<file path="config.mk">
export PLATFORM = sky130hd
export DESIGN_NAME = led_fade_with_auto_dim_timeout
export DESIGN_NICKNAME = d
export VERILOG_FILES = /design/src/rtl/lfd_pkg.sv /design/src/rtl/led_fade_with_auto_dim_timeout.sv
export SDC_FILE = /design/constraint.sdc
export NUM_CORES = 1
export LEC_CHECK = 0
export BUFFER_PORTS_ARGS = -buffer_cell sky130_fd_sc_hd__buf_4
export CORE_UTILIZATION = 60
export DETAILED_ROUTE_END_ITERATION = 10
export PLACE_DENSITY = 0.79
export SYNTH_ARGS = -nofsm -noshare
export SYNTH_HDL_FRONTEND = slang
export SYNTH_SLANG_ARGS = --single-unit
export TNS_END_PERCENT = 20
</file>
<file path="constraint.sdc">
create_clock -name i_clk -period 9.3 [get_ports i_clk]
set_input_delay 0.465 -clock i_clk [delete_from_list [all_inputs] [get_ports i_clk]]
set_output_delay 0.465 -clock i_clk [all_outputs]
set_load 0.05 [all_outputs]
</file>
<file path="src/rtl/lfd_pkg.sv">
// Shared constants and helpers for the LED fade controller with auto-dim timeout.
package lfd_pkg;

    localparam int unsigned LEVEL_W    = 8;
    localparam int unsigned REQ_W      = 11;
    localparam int unsigned SECS_W     = 16;
    localparam int unsigned MS_W       = 26;
    localparam int unsigned STEP_EL_W  = 9;

    localparam logic [LEVEL_W-1:0]   LEVEL_OFF     = '0;
    localparam logic [LEVEL_W-1:0]   LEVEL_MAX     = '1;
    localparam logic [MS_W-1:0]      MS_PER_SECOND = MS_W'(1000);
    // Timeout armed by the first expiry: 10 s in milliseconds
    localparam logic [MS_W-1:0]      DIM_LIMIT_MS  = MS_W'(10000);
    localparam logic [MS_W-1:0]      MS_SAT        = '1;
    localparam logic [STEP_EL_W-1:0] STEP_EL_SAT   = '1;

    // Reciprocal of three for 8-bit values: floor(x * 171 / 512) == floor(x / 3)
    localparam logic [LEVEL_W:0]     DIV3_RECIP    = 9'd171;
    localparam int unsigned          DIV3_SHIFT    = 9;

    typedef logic [LEVEL_W-1:0] t_level;

    // Divide a brightness level by three without a divider
    function automatic t_level div3(input t_level x);
        logic [2*LEVEL_W:0] prod;
        prod = {{(LEVEL_W+1){1'b0}}, x} * {{LEVEL_W{1'b0}}, DIV3_RECIP};
        return t_level'(prod >> DIV3_SHIFT);
    endfunction

    // Clamp a signed request to 0..255
    function automatic t_level clamp_level(input logic signed [REQ_W-1:0] req);
        t_level lvl;
        if (req[REQ_W-1]) begin
            lvl = LEVEL_OFF;
        end else if (req[REQ_W-2:LEVEL_W] != '0) begin
            lvl = LEVEL_MAX;
        end else begin
            lvl = req[LEVEL_W-1:0];
        end
        return lvl;
    endfunction

endpackage

</file>
<file path="src/rtl/led_fade_with_auto_dim_timeout.sv">
// LED fade controller: ramp toward a goal level with an automatic dim and off timeout.
//
//  channel   direction  handshake            payload
//  --------  ---------  -------------------  -------------------------------------------
//  item in   input      i_valid / o_stall    i_action, i_requested_level, i_timeout_seconds
//  result    output     o_valid / i_stall    o_drive_level, o_level_updated,
//                                            o_goal_level, o_timer_active
//  config    input      i_cfg_we             i_cfg_wdata (step_period_ms)
//
// Each accepted transaction updates the state registers and the result
// register together, so one transaction per cycle is sustained unless o_stall holds input off.
// The result appears in the output register in the cycle after acceptance.
// Synchronous active-low reset clears the controller state and the result valid flag; step period resets to 10 ms.
// o_stall is high only while a held result is stalled downstream.
module led_fade_with_auto_dim_timeout
    import lfd_pkg::*;
(
    input  logic                      i_clk,
    input  logic                      i_rst_n,
    input  logic                      i_valid,
    output logic                      o_stall,
    input  logic                      i_action,
    input  logic signed [REQ_W-1:0]   i_requested_level,
    input  logic [SECS_W-1:0]         i_timeout_seconds,
    output logic                      o_valid,
    input  logic                      i_stall,
    output logic [LEVEL_W-1:0]        o_drive_level,
    output logic                      o_level_updated,
    output logic [LEVEL_W-1:0]        o_goal_level,
    output logic                      o_timer_active,
    input  logic                      i_cfg_we,
    input  logic [LEVEL_W-1:0]        i_cfg_wdata
);

    // State
    logic [LEVEL_W-1:0]   r_period;
    logic [LEVEL_W-1:0]   r_goal,     n_goal;
    logic [LEVEL_W-1:0]   r_drive,    n_drive;
    logic [MS_W-1:0]      r_limit,    n_limit;
    logic [MS_W-1:0]      r_elapsed,  n_elapsed;
    logic [STEP_EL_W-1:0] r_step_el,  n_step_el;
    logic                 r_due,      n_due;
    logic                 r_dimmed,   n_dimmed;
    logic                 r_out_valid;
    logic                 r_updated,  n_updated;
    logic [LEVEL_W-1:0]   r_res_drive;
    logic [LEVEL_W-1:0]   r_res_goal;
    logic                 r_res_timer;

    logic                 accept;
    logic                 expire;
    logic [LEVEL_W-1:0]   req_level;
    logic [LEVEL_W-1:0]   dim_level;
    logic [MS_W-1:0]      el_inc;
    logic [STEP_EL_W-1:0] step_inc;

    // Handshake: hold off input only while a result waits on a stalled sink
    assign o_stall = r_out_valid & i_stall;
    assign accept  = i_valid & ~o_stall;

    assign req_level = clamp_level(i_requested_level);
    assign dim_level = div3(r_goal);
    assign el_inc    = (r_elapsed == MS_SAT) ? r_elapsed : r_elapsed + 1'b1;
    assign step_inc  = (r_step_el == STEP_EL_SAT) ? r_step_el : r_step_el + 1'b1;
    assign expire    = ~i_action & (r_limit != '0) & (el_inc > r_limit);

    // Next-state logic for one transaction
    always_comb begin
        n_goal    = r_goal;
        n_drive   = r_drive;
        n_limit   = r_limit;
        n_elapsed = r_elapsed;
        n_step_el = r_step_el;
        n_due     = r_due;
        n_dimmed  = r_dimmed;
        n_updated = 1'b0;

        if (i_action) begin
            // fade command: new goal, re-arm timer
            n_goal    = req_level;
            n_due     = r_due | (req_level != r_goal);
            n_limit   = MS_W'(i_timeout_seconds) * MS_PER_SECOND;
            n_elapsed = '0;
            n_dimmed  = 1'b0;
        end else begin
            // tick: advance counters, then timeout, then ramp
            n_elapsed = el_inc;
            n_step_el = step_inc;
            if (expire) begin
                n_elapsed = '0;
                if (!r_dimmed) begin
                    n_goal   = dim_level;
                    n_due    = r_due | (dim_level != r_goal);
                    n_limit  = DIM_LIMIT_MS;
                    n_dimmed = 1'b1;
                end else begin
                    n_goal   = LEVEL_OFF;
                    n_due    = r_due | (r_goal != LEVEL_OFF);
                    n_limit  = '0;
                    n_dimmed = 1'b0;
                end
            end
            if ((r_drive != n_goal) && (n_due || ({1'b0, r_period} < step_inc))) begin
                n_drive   = (r_drive < n_goal) ? r_drive + 1'b1 : r_drive - 1'b1;
                n_step_el = '0;
                n_due     = 1'b0;
                n_updated = 1'b1;
            end
        end
    end

    // State and configuration registers
    always_ff @(posedge i_clk) begin
        if (!i_rst_n) begin
            r_period  <= LEVEL_W'(10);
            r_goal    <= '0;
            r_drive   <= '0;
            r_limit   <= '0;
            r_elapsed <= '0;
            r_step_el <= '0;
            r_due     <= 1'b0;
            r_dimmed  <= 1'b0;
        end else begin
            if (i_cfg_we) begin
                r_period <= i_cfg_wdata;
            end
            if (accept) begin
                r_goal    <= n_goal;
                r_drive   <= n_drive;
                r_limit   <= n_limit;
                r_elapsed <= n_elapsed;
                r_step_el <= n_step_el;
                r_due     <= n_due;
                r_dimmed  <= n_dimmed;
            end
        end
    end

    // Result register
    always_ff @(posedge i_clk) begin
        if (!i_rst_n) begin
            r_out_valid <= 1'b0;
        end else if (accept) begin
            r_out_valid <= 1'b1;
        end else if (!i_stall) begin
            r_out_valid <= 1'b0;
        end
    end

    always_ff @(posedge i_clk) begin
        if (accept) begin
            r_res_drive <= n_drive;
            r_updated   <= n_updated;
            r_res_goal  <= n_goal;
            r_res_timer <= (n_limit != '0);
        end
    end

    assign o_valid         = r_out_valid;
    assign o_drive_level   = r_res_drive;
    assign o_level_updated = r_updated;
    assign o_goal_level    = r_res_goal;
    assign o_timer_active  = r_res_timer;

`ifndef NO_ASSERTIONS
    // Accepted transaction always yields a visible result next cycle
    a_result_follows: assert property (@(posedge i_clk) disable iff (!i_rst_n)
        accept |=> o_valid)
        else $error("result missing after accepted transaction");

    // Result register mirrors the updated controller state
    a_result_matches_state: assert property (@(posedge i_clk) disable iff (!i_rst_n)
        accept |=> (o_drive_level == r_drive) && (o_goal_level == r_goal)
                   && (o_timer_active == (r_limit != '0)))
        else $error("result disagrees with controller state");

    // Drive level moves only on an accepted tick
    a_drive_on_tick: assert property (@(posedge i_clk) disable iff (!i_rst_n)
        !$stable(r_drive) |-> $past(accept && !i_action))
        else $error("drive level changed without a tick");

    // A reported step restarts the step counter and clears the due flag
    a_step_restart: assert property (@(posedge i_clk) disable iff (!i_rst_n)
        (accept && n_updated) |=> (r_step_el == '0) && !r_due)
        else $error("step did not restart step timing");
`endif

endmodule
</file>
==> impl_metrics.json, run 1 <==
{
  "status": "completed",
  "leakagePower_uw": 0.005108,
  "wl_per_cell_microns": 16.50,
  "synth_largest_area_cell": "ha_1",
  "die-area_sq_um": 17810,
  "synth_most_common_cell": "ha_1",
  "syn_area_sq_um": 10370,
  "core_area_sq_um": 16700,
  "ctsHoldBuffers": 0,
  "fin_skew_ns": 0.007374,
  "synth_nets": 1395,
  "cts_max_level": 3,
  "async_flop_share_pct": 0,
  "antenna_found_initial": 0,
  "peakVddDrop_uv": 160.8,
  "numCtsBuffers": 9,
  "seq_area_frac_synth_pct": 22.20,
  "via_per_inst": 6.068,
  "fin_crit_ns": 7.897,
  "row_count": 47,
  "clockBufferDepth": 2,
  "setup_ws_ns": 1.403,
  "drv_slew": 0,
  "antenna_cells": 0,
  "synth_seq_cells": 106,
  "track_usage_pct": 27.38,
  "synth_warnings": 0,
  "slew_headroom_pct": 26.41,
  "cts_resized": 0,
  "rsz0062_at_grt": "no",
  "critPathBufInv": 0,
  "max_slew.worst_pin.slew_ns": 1.104,
  "grt_pass1_wl_microns": 39650,
  "drive_gt1_share_pct": 10.65,
  "port_buffers": 60,
  "regToRegSetupSlack_ns": 1.40,
  "synthTopCellsByCount": "147 x ha_1, 111 x inv_1, 102 x nor2_1, 88 x dfxtp_1, 67 x fa_1",
  "ys_top_cells_by_area": "ha_1 18%, dfxtp_1 17%, fa_1 13%",
  "synth_edf_count": 18,
  "min_path_type": "input port to register",
  "drtPass1Iterations": 5,
  "root_buffer": "clkbuf_16",
  "hold_viol": 0,
  "die_h_microns": 133.5,
  "path_clk_slew_ns": 0.07,
  "crit_required_ns": 9.40,
  "clkSinkCount": 106,
  "globalplace.congestion": 0.8926,
  "drt_iter0_markers": 633,
  "crit_path_max_fanout": 18,
  "vias": 8514,
  "worstPathArrival_ns": 8.00,
  "worstSetupPathType": "register to register",
  "overflow": 0,
  "num_io_pins": 61,
  "postSynthCellCount": 1140,
  "start_kind": "register",
  "antenna_left": 0,
  "chipWidth_microns": 133.5,
  "tns_ns": 0,
  "first_global_vias": 8321,
  "dp_hpwl_microns": 17870,
  "clk_latency_ns": 0.35,
  "grt_max_degree": 56,
  "synth_cell_types": 75,
  "power_density_nw_per_um2": 232.3,
  "dp_slack_ns": 1.622,
  "post_cts_buffers": 0,
  "critPathSlowestCell": "a21oi_2",
  "synthFlopType": "dfxtp_1",
  "crit_family": "simple AND/OR/NAND/NOR gates",
  "initial_utilization_pct": 62.08,
  "fin_nets": 1433,
  "cts_tree": "built",
  "wl_microns": 23150,
  "end_kind": "register",
  "remaining_drc_errors": 0,
  "max_stage_delay_ns": 0.89,
  "synth_top_area_share_pct": 17.74,
  "finalSetupViolations": 0,
  "timing.hold.ws_ns": 0.3319,
  "cap_violations": 0,
  "max_freq_mhz": 126.6,
  "syn_to_final_growth_pct": 8.990,
  "period_share_pct": 84.91,
  "syn_avg_cell_area_sq_um": 9.095
}
-- per-stage QoR --
step,total power (uW),util (%),instance area [sq um],instances
2_1_floorplan,1849,-,10370,1140
3_3_place_gp,2173,65.72,10980,1387
3_5_place_dp,2208,65.72,10980,1387
4_1_cts,2625,67.67,11300,1403
5_1_grt,2859,67.67,11300,1403
6_report,2625,67.67,11300,1403
-- power by group --
part / internal [uW] / switching [uW] / total (uW)
registers: 527 / 52.2 / 579
logic: 689 / 950 / 1640
clock network: 240 / 168 / 408
-- cells by family after synthesis --
group,count (synthesis),share of synthesized area [%]
AO/OA/AOI/OAI,264,17.78
XOR/XNOR,64,5.671
adder cells (fa/ha/maj),214,30.67
buffers and inverters,150,5.587
flip-flops,106,22.20
multiplexers,33,3.294
AND/OR/NAND/NOR,309,14.79
-- worst paths after layout --
kind                                   from                    endpoint  depth (start not counted)
setup / recovery  r_elapsed[3]$_SDFFE_PN0P_  o_drive_level[7]$_DFFE_PP_                         30
hold / removal                      i_valid        o_valid$_SDFFE_PN0P_                          2
setup reg to reg  r_elapsed[3]$_SDFFE_PN0P_  o_drive_level[7]$_DFFE_PP_                         30
hold reg to reg     r_limit[1]$_SDFFE_PN0P_     r_limit[1]$_SDFFE_PN0P_                          2
-- area by class of cell --
class / count / area (sq um)
clock inverters: 3 / 43.79
well taps: 220 / 275.3
flip-flops and latches: 106 / 2302
multi-input cells: 884 / 7490
inverters: 112 / 420.4
fillers: 1365 / 5400
clock buffers: 13 / 281.5
repair buffers: 65 / 488.0
-- cell usage in the layout, fill, tap and decap left out, types with 12 or more instances in the layout --
cell type  netlist  routed
ha_1           147     147
nand4_1         19      19
o21ai_0         44      44
fa_1            67      67
a22oi_1         34      34
o21a_1          16      16
nand2_1         58      58
nor3_1          24      24
nand3_1         26      26
edfxtp_1        18      18
a21o_1          25      25
inv_1          111     111
xor2_1          17      17
nand2b_1        12      12
nor4_1          12      12
and2_1          12      12
a21oi_1         62      62
dfxtp_1         88      88
nor2_1         102     101
xnor2_1         45      45
buf_4            1      65
mux2i_1         24      24
-- worst register-to-register path: cells and delay by family, from the launching register on --
| family | cells | cell delay (ns) |
|---|---|---|
| and+or+nand+nor | 12 | 2.79 |
| AOI/OAI and AO/OA | 11 | 2.66 |
| adders and majority gates | 3 | 0.76 |
| xor gates and xnor gates | 3 | 0.58 |
| DFF | 1 | 0.44 |
| muxes | 1 | 0.44 |
-- sequential cells by signal (all words and copies together), names as in the netlist --
| signal | count |
|---|---|
| o_drive_level | 8 |
| o_goal_level | 8 |
| o_level_updated | 1 |
| o_timer_active | 1 |
| o_valid | 1 |
| r_dimmed | 1 |
| r_drive | 8 |
| r_due | 1 |
| r_elapsed | 26 |
| r_goal | 8 |
| r_limit | 26 |
| r_period | 8 |
| r_step_el | 9 |
-- layer usage --
layer	GRT usage, %	part of all wire (%)
met5	0	0
met4	6.692	1.8
met3	3.158	4.9
met2	48.55	50
met1	35.46	44
No activity file was read; power rests on OpenSTA's default activity.
==> inputs of run 2 (changes only) <==
ABC_AREA = 1   (was unset)
clock period = 7.9 ns   (was 9.3 ns; I/O delays follow)
==> run 2 against run 1 <==
Total power up 11%. Critical path depth up 14. Largest power group unchanged. Worst hold slack worse by 0.089 ns. Count of clock-buffer cells in the layout down 3. Global-route usage up 0.96 points.
==> impl_metrics.json, run 2 <==
{
  "core_area_sq_um": 17300,
  "place_inst": 1704,
  "globalplace.congestion": 0.9304,
  "postSynthCellCount": 1448,
  "syn_avg_cell_area_sq_um": 7.345,
  "drv_slew": 0,
  "mostFrequentLayoutCell": "nand2_1",
  "max_stage_delay_ns": 0.43,
  "peakVddDrop_uv": 167.7,
  "critPathMostFrequentCell": "nand2_1",
  "tns_ns": 0,
  "synth_mux_area_share_pct": 0.09412,
  "max_slew.worst_pin.slew_ns": 1.038,
  "synth_nets": 1703,
  "overflow": 0,
  "synth_seq_cells": 106,
  "synth_top_area_share_pct": 17.29,
  "antenna_left": 0,
  "first_global_vias": 9017,
  "wl_per_cell_microns": 14.55,
  "setup_ws_ns": 1.096,
  "root_buffer": "clkbuf_16",
  "power_density_nw_per_um2": 251.9,
  "cts_max_level": 3,
  "grt_max_degree": 72,
  "die_h_microns": 135.1,
  "async_flop_share_pct": 0,
  "track_usage_pct": 28.34,
  "remaining_drc_errors": 0,
  "synthFlopType": "dfxtp_1",
  "via_per_inst": 5.567,
  "dp_slack_ns": 1.282,
  "max_freq_mhz": 147.0,
  "ys_top_cells_by_area": "ha_1 17%, dfxtp_1 17%, fa_1 13%",
  "drt_iter0_markers": 745,
  "crit_required_ns": 8.16,
  "cts_resized": 0,
  "cap_violations": 0,
  "status": "completed",
  "clkSinkCount": 106,
  "n_fill_cell": 1507,
  "fin_skew_ns": 0.009225,
  "port_buffers": 60,
  "synth_warnings": 0,
  "initial_utilization_pct": 61.49,
  "synthTopCellsByCount": "330 x nand2_1, 197 x inv_1, 147 x ha_1, 135 x a21oi_1, 124 x nor2_1",
  "row_count": 48,
  "synth_top_family_by_area": "adder cells",
  "layout.cells.non_filler": 1720,
  "crit_path_max_fanout": 10,
  "antenna_cells": 0,
  "synth_fa_ha_area_share_pct": 29.91,
  "ctsHoldBuffers": 0,
  "leakagePower_uw": 0.005492,
  "dp_hpwl_microns": 19560,
  "clk_latency_ns": 0.36,
  "synth_compound_area_share_pct": 13.19,
  "drtPass1Iterations": 5,
  "path_clk_slew_ns": 0.08,
  "synth_largest_area_cell": "ha_1",
  "chipWidth_microns": 135.1,
  "synth-xor-area-share_pct": 3.129,
  "critPathSlowestCell": "ha_1",
  "vias": 9576,
  "slew_headroom_pct": 30.72,
  "period_share_pct": 86.13,
  "synthSimpleGateAreaFrac_pct": 23.64,
  "syn_area_sq_um": 10640,
  "antenna_found_initial": 0,
  "numCtsBuffers": 9,
  "placed_area_sq_um": 11270,
  "min_path_type": "input port to register",
  "fin_nets": 1745,
  "die-area_sq_um": 18260,
  "seq_area_frac_synth_pct": 21.65,
  "reg.largest.list": "r_elapsed: 26 flops, r_limit: 26 flops, r_step_el: 9 flops",
  "mostFrequentLayoutCells": "330 x nand2_1, 197 x inv_1, 147 x ha_1, 135 x a21oi_1, 123 x nor2_1",
  "end_kind": "register",
  "syn_to_final_growth_pct": 8.647,
  "num_io_pins": 61,
  "final_area_sq_um": 11550,
  "worstSetupPathType": "register to register",
  "synth_most_common_cell": "nand2_1",
  "finalSetupViolations": 0,
  "synth_edf_count": 18,
  "drive_gt1_share_pct": 6.756,
  "post_cts_buffers": 0,
  "cts_tree": "built",
  "hold_viol": 0,
  "worstPathArrival_ns": 7.06,
  "wl_microns": 25030,
  "final_util_pct": 66.80,
  "rsz0062_at_grt": "no",
  "start_kind": "register",
  "synth_cell_types": 46,
  "fin_crit_ns": 6.804,
  "clockBufferDepth": 2,
  "grt_pass1_wl_microns": 42000
}
run 2: cell types whose count changed after synthesis, moves of 10 or more:
cell and delta:
a21o_1 -20, a21oi_1 +73, a22oi_1 -34, and2_1 -10, and3_1 -10, inv_1 +86, mux2i_1 -23, nand2_1 +272
nand2b_1 -12, nand3_1 +44, nor2_1 +22, o21a_1 -11, o21ai_0 +33, xnor2_1 -31
run 2: cell families (layout without fill, tap and decap cells):
group / Yosys count / count (layout)
adders and majority gates: 214 / 214
and+or+nand+nor: 595 / 595
DFF: 106 / 106
buffers and inverters: 235 / 282
AOI/OAI and AO/OA: 259 / 259
xor gates and xnor gates: 38 / 38
muxes: 1 / 1
run 2: critical path, delay by kind of cell, from the launching register on:
family,cells,cell delay (ns)
AND/OR/NAND/NOR,27,3.29
buffers and inverters,3,0.26
flip-flops,1,0.41
AO/OA/AOI/OAI,8,1.25
adder cells (fa/ha/maj),4,1.24
XOR/XNOR,2,0.24
run 2: final cells by class:
| class | count | area, sq um | share of cell area, % |
|---|---|---|---|
| clock buffers | 10 | 239.0 | 2.068 |
| well taps | 225 | 281.5 | 2.436 |
| flip-flops and latches | 106 | 2302 | 19.92 |
| multi-input cells | 1107 | 7447 | 64.45 |
| clock inverters | 6 | 46.29 | 0.4007 |
| repair buffers | 64 | 480.5 | 4.158 |
| inverters | 202 | 758.2 | 6.562 |
run 2: power by group:
group          internal (uW)  switching, uW  leakage (uW)
Combinational            662           1160       0.00446
Clock                    226            212      0.000138
Sequential               611           43.9      0.000895
run 2: metal layers:
layer | global-route usage, % | vias up | part of all wire, % | wire length [microns]
met5 | 0 | - | 0 | 0
met4 | 6.429 | 0 | 1.2 | 304
met3 | 3.255 | 30 | 4.9 | 1224
met2 | 46.89 | 249 | 47 | 11810
met1 | 39.59 | 4443 | 47 | 11690
li1 | - | 4854 | - | -
run 2: worst paths after layout:
check,start,end,slack [ns],depth (start not counted)
worst max-delay path,r_elapsed[0]$_SDFFE_PN0P_,r_drive[7]$_SDFFE_PN0P_,1.10,44
worst min-delay path,i_cfg_wdata[3],r_period[3]$_SDFFE_PN1P_,0.24,3
worst max register to register,r_elapsed[0]$_SDFFE_PN0P_,r_drive[7]$_SDFFE_PN0P_,1.10,44
worst min register to register,r_limit[19]$_SDFFE_PN0P_,r_limit[19]$_SDFFE_PN0P_,0.47,2
run 2: stage by stage:
| step | hold WS, ns | power (uW) |
|---|---|---|
| floorplan | 0.4354 | 2030 |
| detailed placement | 0.4567 | 2443 |
| global route | 0.2376 | 3195 |
| finish | 0.2426 | 2911 |
| global placement | 0.4505 | 2399 |
| CTS | 0.2416 | 2894 |
==> inputs of run 3 (changes only) <==
clock period = 7.49 ns   (was 7.9 ns; I/O delays follow)
==> run 3 against run 2 <==
Worst hold slack worse by 0.024 ns. Die area unchanged. Largest power group unchanged. Total power up 5.3%. Critical path type unchanged. Via count down 0.10%. Final cell count unchanged. Highest routed layer unchanged. Largest cell class unchanged.
==> impl_metrics.json, run 3 (same netlist as run 2, synthesis figures left out) <==
{
  "status": "completed",
  "worstSetupPathType": "register to register",
  "port_buffers": 60,
  "wl_microns": 24820,
  "chipWidth_microns": 135.1,
  "remaining_drc_errors": 0,
  "numCtsBuffers": 9,
  "crit_required_ns": 7.60,
  "grt_pass1_wl_microns": 41910,
  "crit_path_max_fanout": 9,
  "root_buffer": "clkbuf_16",
  "setup_ws_ns": 0.8073,
  "critPathMostFrequentCell": "nand2_1",
  "hold_viol": 0,
  "overflow": 0,
  "grt_max_degree": 72,
  "max_stage_delay_ns": 0.53,
  "die-area_sq_um": 18260,
  "rr_worst_depth": 33,
  "mostFrequentLayoutCells": "329 x nand2_1, 197 x inv_1, 147 x ha_1, 135 x a21oi_1, 123 x nor2_1",
  "power_density_nw_per_um2": 265.3,
  "worstPathArrival_ns": 6.80,
  "first_global_vias": 9059,
  "drtPass1Iterations": 8,
  "vias": 9566,
  "leakagePower_uw": 0.005491,
  "dp_hpwl_microns": 19470,
  "die_h_microns": 135.1,
  "critPathSlowestCell": "fa_1",
  "antenna_cells": 0,
  "syn_to_final_growth_pct": 8.670,
  "peakVddDrop_uv": 158.7,
  "clockBufferDepth": 2,
  "cts_tree": "built",
  "fin_nets": 1745,
  "row_count": 48,
  "globalplace.congestion": 0.9302,
  "critPathLaunch": "r_goal[1]$_SDFFE_PN0P_",
  "regToRegSetupSlack_ns": 0.81,
  "antenna_left": 0,
  "clkSinkCount": 106,
  "drive_gt1_share_pct": 6.823,
  "fin_skew_ns": 0.01080,
  "clk_latency_ns": 0.36,
  "end_kind": "register",
  "drv_slew": 0,
  "max_slew.worst_pin.slew_ns": 1.063,
  "track_usage_pct": 28.35,
  "mostFrequentLayoutCell": "nand2_1",
  "start_kind": "register",
  "via_per_inst": 5.562,
  "drt_iter0_markers": 741,
  "num_io_pins": 61,
  "fin_crit_ns": 6.683,
  "ctsHoldBuffers": 0,
  "reg.largest.list": "r_elapsed: 26 flops, r_limit: 26 flops, r_step_el: 9 flops",
  "initial_utilization_pct": 61.49,
  "r2r_start": "r_goal[1]$_SDFFE_PN0P_",
  "cp-endpoint": "o_drive_level[7]$_DFFE_PP_",
  "cap_violations": 0,
  "period_share_pct": 89.22,
  "wl_per_cell_microns": 14.43,
  "max_freq_mhz": 149.6,
  "r2r_end": "o_drive_level[7]$_DFFE_PP_",
  "min_path_type": "input port to register",
  "core_area_sq_um": 17300,
  "slew_headroom_pct": 29.03,
  "antenna_found_initial": 0,
  "cts_max_level": 3,
  "rsz0062_at_grt": "no",
  "path_clk_slew_ns": 0.07,
  "finalSetupViolations": 0,
  "dp_slack_ns": 0.8475,
  "tns_ns": 0
}
[run 3: cell counts in the layout (fill, tap and decap cells not counted)]
No cell type changed its count.
[run 3: worst min-delay path by stage]
stage	slack [ns]	startpoint	cells past startpoint	to
4_1_cts	0.21	i_cfg_wdata[3]	3	r_period[3]$_SDFFE_PN1P_
2_1_floorplan	0.44	r_period[1]$_SDFFE_PN1P_	2	r_period[1]$_SDFFE_PN1P_
6_report	0.22	i_cfg_wdata[3]	3	r_period[3]$_SDFFE_PN1P_
5_1_grt	0.23	i_cfg_wdata[3]	3	r_period[3]$_SDFFE_PN1P_
3_3_place_gp	0.45	r_period[1]$_SDFFE_PN1P_	2	r_period[1]$_SDFFE_PN1P_
3_5_place_dp	0.46	r_period[3]$_SDFFE_PN1P_	2	r_period[3]$_SDFFE_PN1P_
[run 3: cell type report]
| cell class | count | area, sq um |
|---|---|---|
| multi-input combinational | 1107 | 7450 |
| fill | 1500 | 5739 |
| sequential | 106 | 2302 |
| inverter | 202 | 758.2 |
| timing repair buffer | 64 | 480.5 |
| tap | 225 | 281.5 |
| clock buffer | 10 | 239.0 |
| clock inverter | 6 | 46.29 |
[run 3: worst max-delay path, delay by kind of cell, from the launching register on]
kind / cells / cell delay (ns)
flops: 1 / 0.50
compound gates: 9 / 1.59
xor+xnor: 1 / 0.09
simple gates: 13 / 1.26
fa+ha+maj: 7 / 2.82
buf+inv: 3 / 0.17
[run 3: metal layers]
metal  vias up  GRT usage (%)  routed length, microns
met4         0          8.989                     469
met5         -              0                       0
met3        41          2.694                    1132
li1       4855              -                       -
met1      4433          39.09                   11660
met2       237          46.78                   11560
[run 3: repair_timing]
| action | CTS | global route |
|---|---|---|
| gates resized for setup | 0 | 1 |
| setup endpoints to repair | 0 | 2 |
| hold endpoints to repair | 0 | 0 |
| buffers inserted | 0 | 0 |
[run 3: metrics by stage]
stage / cells / util, % / hold WS [ns] / area (sq um) / total power, uW
after floorplan: 1448 / - / 0.4354 / 10640 / 2141
after global placement: 1704 / 65.15 / 0.4506 / 11270 / 2530
after detailed placement: 1704 / 65.15 / 0.4561 / 11270 / 2582
after CTS: 1720 / 66.80 / 0.2111 / 11550 / 3056
after global routing: 1720 / 66.82 / 0.2296 / 11560 / 3367
final: 1720 / 66.82 / 0.2184 / 11560 / 3066
[run 3: power by group]
group          internal, uW  switching, uW  total [uW]
Combinational           698           1220        1920
Clock                   238            222         460
Sequential              644           45.5         690
